==> src/rtl/psopu_pkg.sv <==
// Shared types and constants for the particle update block.
package psopu_pkg;

    localparam int FRAC_BITS = 16;
    localparam int RAND_BITS = 16;

    localparam logic [1:0] OP_LOAD   = 2'd0;
    localparam logic [1:0] OP_MOVE   = 2'd1;
    localparam logic [1:0] OP_SCORE  = 2'd2;
    localparam logic [1:0] OP_UNUSED = 2'd3;

    localparam logic [2:0] REG_COG   = 3'd0;
    localparam logic [2:0] REG_SOC   = 3'd1;
    localparam logic [2:0] REG_STEPS = 3'd2;
    localparam logic [2:0] REG_LB0   = 3'd3;
    localparam logic [2:0] REG_UB0   = 3'd4;
    localparam logic [2:0] REG_LB1   = 3'd5;
    localparam logic [2:0] REG_UB1   = 3'd6;

    localparam logic [15:0] W_HIGH = 16'd58982;   // 0.9 rounded
    localparam logic [15:0] W_LOW  = 16'd26214;   // 0.4 rounded
    localparam logic signed [31:0] LOSS_INIT = 32'sd5898240;  // 90.0
    localparam logic signed [31:0] BOUND_INIT = 32'sd655360;  // 10.0
    localparam logic [18:0] GAIN_INIT = 19'd131072;
    localparam logic [15:0] STEPS_INIT = 16'd100;

    typedef enum logic [2:0] {
        M_GC, M_GS, M_WV, M_PC, M_PS, M_VEL, M_RD
    } mop_t;

    typedef enum logic [2:0] {
        S_IDLE, S_EXEC, S_WINIT, S_DIV, S_MUL, S_CHECK, S_RD, S_DONE
    } state_t;

    typedef struct packed {
        logic latch;
        logic exec;
        logic winit;
        logic div_step;
        logic mul_en;
        mop_t mop;
        logic dim;
        logic check;
        logic out_load;
    } cmd_t;

    typedef struct packed {
        logic [1:0] op;
        logic       clamp;
        logic       in_bounds;
        logic       out_busy;
    } status_t;

endpackage

==> src/rtl/psopu_ctrl.sv <==
// Controller state machine: sequences divide, multiply steps and result handoff.
module psopu_ctrl (
    input  logic               clk,
    input  logic               rst_n,
    input  logic               in_valid,
    output logic               in_ready,
    input  psopu_pkg::status_t sts,
    output psopu_pkg::cmd_t    cmd
);

    psopu_pkg::state_t state_reg, state_next;
    logic [3:0] cnt_reg, cnt_next;
    logic       dim_reg, dim_next;

    always_ff @(posedge clk or negedge rst_n)
    begin
        if (!rst_n)
        begin
            state_reg <= psopu_pkg::S_IDLE;
            cnt_reg   <= 4'd0;
            dim_reg   <= 1'b0;
        end
        else
        begin
            state_reg <= state_next;
            cnt_reg   <= cnt_next;
            dim_reg   <= dim_next;
        end
    end

    always_comb
    begin
        state_next = state_reg;
        cnt_next   = cnt_reg;
        dim_next   = dim_reg;
        in_ready   = 1'b0;
        cmd        = '0;
        cmd.mop    = psopu_pkg::M_GC;
        cmd.dim    = dim_reg;
        unique case (state_reg)
            psopu_pkg::S_IDLE:
            begin
                in_ready = 1'b1;
                if (in_valid)
                begin
                    cmd.latch = 1'b1;
                    state_next = psopu_pkg::S_EXEC;
                end
            end
            psopu_pkg::S_EXEC:
            begin
                if (sts.op == psopu_pkg::OP_MOVE)
                begin
                    state_next = psopu_pkg::S_WINIT;
                end
                else
                begin
                    cmd.exec = 1'b1;
                    state_next = psopu_pkg::S_DONE;
                end
            end
            psopu_pkg::S_WINIT:
            begin
                cmd.winit = 1'b1;
                cnt_next  = 4'd0;
                dim_next  = 1'b0;
                state_next = sts.clamp ? psopu_pkg::S_MUL : psopu_pkg::S_DIV;
            end
            psopu_pkg::S_DIV:
            begin
                cmd.div_step = 1'b1;
                cnt_next = cnt_reg + 4'd1;
                if (cnt_reg == 4'd15)
                begin
                    cnt_next = 4'd0;
                    state_next = psopu_pkg::S_MUL;
                end
            end
            psopu_pkg::S_MUL:
            begin
                cmd.mul_en = 1'b1;
                unique case (cnt_reg)
                    4'd0: cmd.mop = psopu_pkg::M_GC;
                    4'd1: cmd.mop = psopu_pkg::M_GS;
                    4'd2: cmd.mop = psopu_pkg::M_WV;
                    4'd3: cmd.mop = psopu_pkg::M_PC;
                    4'd4: cmd.mop = psopu_pkg::M_PS;
                    default: cmd.mop = psopu_pkg::M_VEL;
                endcase
                cnt_next = cnt_reg + 4'd1;
                if (cnt_reg == 4'd5)
                begin
                    cnt_next = 4'd0;
                    dim_next = 1'b1;
                    if (dim_reg)
                    begin
                        dim_next = 1'b0;
                        state_next = psopu_pkg::S_CHECK;
                    end
                end
            end
            psopu_pkg::S_CHECK:
            begin
                cmd.check = 1'b1;
                dim_next = 1'b0;
                state_next = sts.in_bounds ? psopu_pkg::S_DONE : psopu_pkg::S_RD;
            end
            psopu_pkg::S_RD:
            begin
                cmd.mul_en = 1'b1;
                cmd.mop = psopu_pkg::M_RD;
                dim_next = 1'b1;
                if (dim_reg)
                begin
                    dim_next = 1'b0;
                    state_next = psopu_pkg::S_DONE;
                end
            end
            psopu_pkg::S_DONE:
            begin
                if (!sts.out_busy)
                begin
                    cmd.out_load = 1'b1;
                    state_next = psopu_pkg::S_IDLE;
                end
            end
            default:
            begin
                state_next = psopu_pkg::S_IDLE;
            end
        endcase
    end

    a_busy_after_accept: assert property (@(posedge clk) disable iff (!rst_n)
        in_valid && in_ready |=> state_reg == psopu_pkg::S_EXEC)
        else $error("accepted transaction did not start");

    a_div_length: assert property (@(posedge clk) disable iff (!rst_n)
        state_reg == psopu_pkg::S_DIV && cnt_reg == 4'd15 |=> state_reg == psopu_pkg::S_MUL)
        else $error("divide did not end after 16 steps");

    a_load_free: assert property (@(posedge clk) disable iff (!rst_n)
        cmd.out_load |-> !sts.out_busy)
        else $error("result loaded over pending result");

endmodule

==> config.mk <==
export PLATFORM = sky130hd
export DESIGN_NAME = psopu_ctrl
export DESIGN_NICKNAME = d
export VERILOG_FILES = /design/src/rtl/psopu_pkg.sv /design/src/rtl/psopu_ctrl.sv
export SDC_FILE = /design/constraint.sdc
export NUM_CORES = 1
export LEC_CHECK = 0
export BUFFER_PORTS_ARGS = -buffer_cell sky130_fd_sc_hd__buf_4
export CORE_ASPECT_RATIO = 1.2
export CORE_MARGIN = 4
export CORE_UTILIZATION = 45
export CTS_BUF_LIST = sky130_fd_sc_hd__clkbuf_16
export DETAILED_ROUTE_END_ITERATION = 8
export PLACE_DENSITY = 0.79
export RECOVER_POWER = 25
export SETUP_SLACK_MARGIN = 0.4
export SYNTH_ARGS = -nofsm -noshare
export SYNTH_HDL_FRONTEND = slang
export SYNTH_SLANG_ARGS = --single-unit
==> constraint.sdc <==
create_clock -name clk -period 4.05 [get_ports clk]
set_clock_uncertainty 0.15 [all_clocks]
set_input_delay 0.405 -clock clk [delete_from_list [all_inputs] [get_ports clk]]
set_output_delay 0.405 -clock clk [all_outputs]
set_load 0.05 [all_outputs]
==> results <==
- For this run, the total global-route usage over all layers was measured as 0.1847.
- The register with the most flip-flops in the layout has 4 of them.
- After clock tree synthesis, the repair step resized 0 gates.
- The global route total overflow is 0.
- CTS built an H-tree with a depth of 1.
- The count of antenna-violating nets left after detailed routing is 0.
- Walking the worst path, the cells encountered are inv_1 > ha_1 > nor2b_1 > o22ai_1 > nor2_1 > nor3_1 > buf_4.
- The clock passes through at most 2 buffers.
- The clock latency at the later pin of the worst-skew pair is 0.23 ns.
- The buffer type at the clock tree root is clkbuf_16.
- The clock slew seen by the registers of the worst setup and hold paths is ~0.04 ns.
- Final hold analysis gives a worst-case slack of 0.2934 ns.
- The startpoint identified for the worst register-to-register timing path is state_reg[2]$_DFFE_PN0P_.
- Counting the buffers created by CTS gives 3.
- The number of nets produced by synthesis is 113.
- The classification of the worst-slack hold path is primary input to flip-flop.
- The analysis attributes to cell leakage a power of approximately 0.45 nW.
- The post-place instance area is 870.8 µm².
- Static timing analysis puts the maximum clock frequency at 438.0 MHz.
- The critical path startpoint category is a flip-flop.
- The number of cells traversed by the worst hold path is 2.
- The share of Yosys cell area claimed by the top area cell type is 0.2680.
- The arrival time at the worst endpoint is around 1.7 ns.
- For this run, the slowest stage of the critical path takes between 0.4 and 0.5 ns.
- The final estimated routing congestion in global placement is 0.7924.
- Measured in cells, the most critical reg-to-reg path has a length of 4.
- The average wire per cell in the routed design is 13.63 µm.
- Setup slack on the worst reg-to-reg path comes out at 2.10 ns.
- The worst pin sits at a relative slew slack of 0.5105.
- The detailed-routing iteration count for the pre-antenna-repair pass is 4.
- dfrtp_1 takes more of the synthesized area than any other cell.
- The worst register-to-register path ends at state_reg[0]$_DFFE_PN0P_.
- In this run, synthesis inferred 0 flip-flops with an integrated enable.
- After routing the design area is 952.2 µm².
- Ranked by instance count, the synthesized netlist is headed by nor2_1, inv_1, dfrtp_1, nand2_1, nor3_1.
- The design draws 0.0009320 W.
- The worst setup path is of the flip-flop to output port kind.
- The register bit total from synthesis is 8.
- Synthesis instantiated 35 different standard cells from the library.
- The proportion of synthesized flip-flops having asynchronous set or reset is 1.000.
- The sort of element at the end of the critical path is an output port.
- The number of hold buffers added after CTS was 1.
- Among all cell types in the netlist, the one instantiated most often is nor2_1.
- By area the synthesized netlist is led by dfrtp_1, ha_1, nor2_1.
- The number of top-level pins is 20.
- The full die area is 2378 µm².
- The cell type of the slowest stage on the worst timing path is dfrtp_1.
- The post-synthesis average cell area is 7.396 µm².
- The initial core utilization is 0.4975.
- After detailed routing, the number of remaining DRC violations is 0.
- The cell area after technology mapping is between 700 and 800 µm².
- The share of the cycle needed by the critical path after routing is 0.5638.
- The tool flagged a number of max-cap violations equal to 0.
- TritonCTS built the clock tree.
- The placeable core region is 1501 µm².
- At the worst endpoint, the required time is roughly 3.5 ns.
- The final max-slew violation count was 0.
- Along the worst path, the maximum fanout reaches 7.
- Wires add up to 1826 µm.
- The wire length of the first global-routing pass is 3291 µm.
- Setup repair after global routing left no endpoint under its margin.
- The final HPWL from detailed placement is 1401 µm.
- The leading register cell type out of synthesis is dfrtp_1.
- The floorplan step set the die height to approximately 53 µm.
- The final number of hold-violating endpoints is 0.
- The number of cell rows is 15.
- Following the worst setup path forward leads to its endpoint at cmd[3].
- The shortest clock period the worst path allows after layout is 2.283 ns.
- The power density over cell area is 978.8 nW/µm².
- The area growth from synthesis to layout is 27.47%.
- Entering global routing, the biggest net connects 25 pins.
- The number of gates on the worst path with buffers counted is 7.
- The share of layout cells above drive strength 1 is 0.2137.
- For the final routed database, the setup TNS stands at 0 ns.
- The number of antenna violations at the first check in global routing came to 0.
- Counting every sink on the clock net gives 8.
- The horizontal die dimension is 45.19 µm.
- The largest voltage drop on the vdd net is 477.4 µV.
- Setup violations remaining at the end of the flow were counted as 0.
- The number of buffers added on ports is 19.
- Yosys printed 0 warnings.
- Counting both buffers and inverters, the worst setup path holds a total of 2.
- Of the synthesized area, sequential elements account for 0.2680.
- Buffers added to address setup during post-CTS repair amount to 0.
- The per-cell via count in the routed design is 5.679.
- The number of inserted filler cells in the final layout is 134.
- For the pin with the worst max-slew slack, the measured transition is 0.7342 ns.
- The final layout contains 131 nets.
- Grouping stages by cell kind, the critical path spends the most delay in flip-flops.
- The run finished with clean final reports.
- The startpoint identified for the worst hold timing path is sts[0].
- The routed layout has between 700 and 800 vias.
- The final core area utilization is 0.6342.
- The number of global-route vias before repair is 754.
- The number of antenna repair diodes is 0.
- Synthesis produced 101 cells.
- The critical path launch point is cnt_reg[0]$_DFFE_PN0P_.
- The detailed router's first-iteration violation count is 22.
==> layer usage <==
| layer | track usage | up-vias | share of wire |
|---|---|---|---|
| met4 | 0.04390 | 0 | 0.0033 |
| met3 | 0.03780 | 2 | 0.059 |
| met1 | 0.2333 | 344 | 0.43 |
| met2 | 0.3137 | 26 | 0.51 |
| li1 | - | 389 | - |
| met5 | 0 | - | 0 |
==> layout make-up <==
type	instances	area, µm²	area share
clock buffers	3	75.07	0.07884
inverters	10	37.54	0.03942
flip-flops and latches	8	200.2	0.2102
multi-input cells	76	469.2	0.4928
well taps	17	21.27	0.02234
repair buffers	20	148.9	0.1564
==> worst register-to-register path, delay by kind of cell (launching register included) <==
family             cells  cell delay [ns]
DFF                    1             0.65
AOI/OAI and AO/OA      2             0.50
and+or+nand+nor        2             0.52
==> power breakdown <==
part           switching, W  total (W)  internal (W)
registers          0.000104   0.000221      0.000117
logic              0.000350   0.000548      0.000197
clock network     0.0000359   0.000163      0.000127
total              0.000490   0.000932      0.000442
==> placed cells by master (no fill, tap or decap), types with 3 or more instances in the layout <==
| master | synthesis | layout |
|---|---|---|
| buf_4 | 2 | 18 |
| nor2_1 | 12 | 12 |
| inv_1 | 9 | 9 |
| nand2_1 | 8 | 8 |
| dfrtp_1 | 8 | 8 |
| nor3_1 | 7 | 7 |
| a21oi_1 | 6 | 6 |
| o21ai_1 | 5 | 5 |
| o21ai_0 | 4 | 4 |
| a31oi_1 | 4 | 4 |
| ha_1 | 4 | 4 |
| nand2b_1 | 3 | 3 |
| clkbuf_16 | 0 | 3 |
==> stage by stage <==
stage	setup WS [ns]	cells
6_report	1.767	134
5_1_grt	1.592	134
4_1_cts	1.758	134
3_5_place_dp	2.009	130
3_3_place_gp	2.055	130
2_1_floorplan	1.178	101
==> worst min path at each step <==
stage,to
after detailed placement,cnt_reg[0]$_DFFE_PN0P_
final,state_reg[2]$_DFFE_PN0P_
after global routing,state_reg[2]$_DFFE_PN0P_
after CTS,state_reg[2]$_DFFE_PN0P_
after global placement,cnt_reg[0]$_DFFE_PN0P_
after floorplan,cnt_reg[0]$_DFFE_PN0P_
==> logic make-up (layout without fill, tap and decap cells) <==
kind of cell / after synthesis / after routing / share of synthesized area
simple gates: 42 / 42 / 0.2848
fa+ha+maj: 4 / 4 / 0.06700
compound gates: 30 / 30 / 0.2764
flops: 8 / 8 / 0.2680
buf+inv: 17 / 33 / 0.1038
Note: power is estimated with default switching activity, not from simulation.
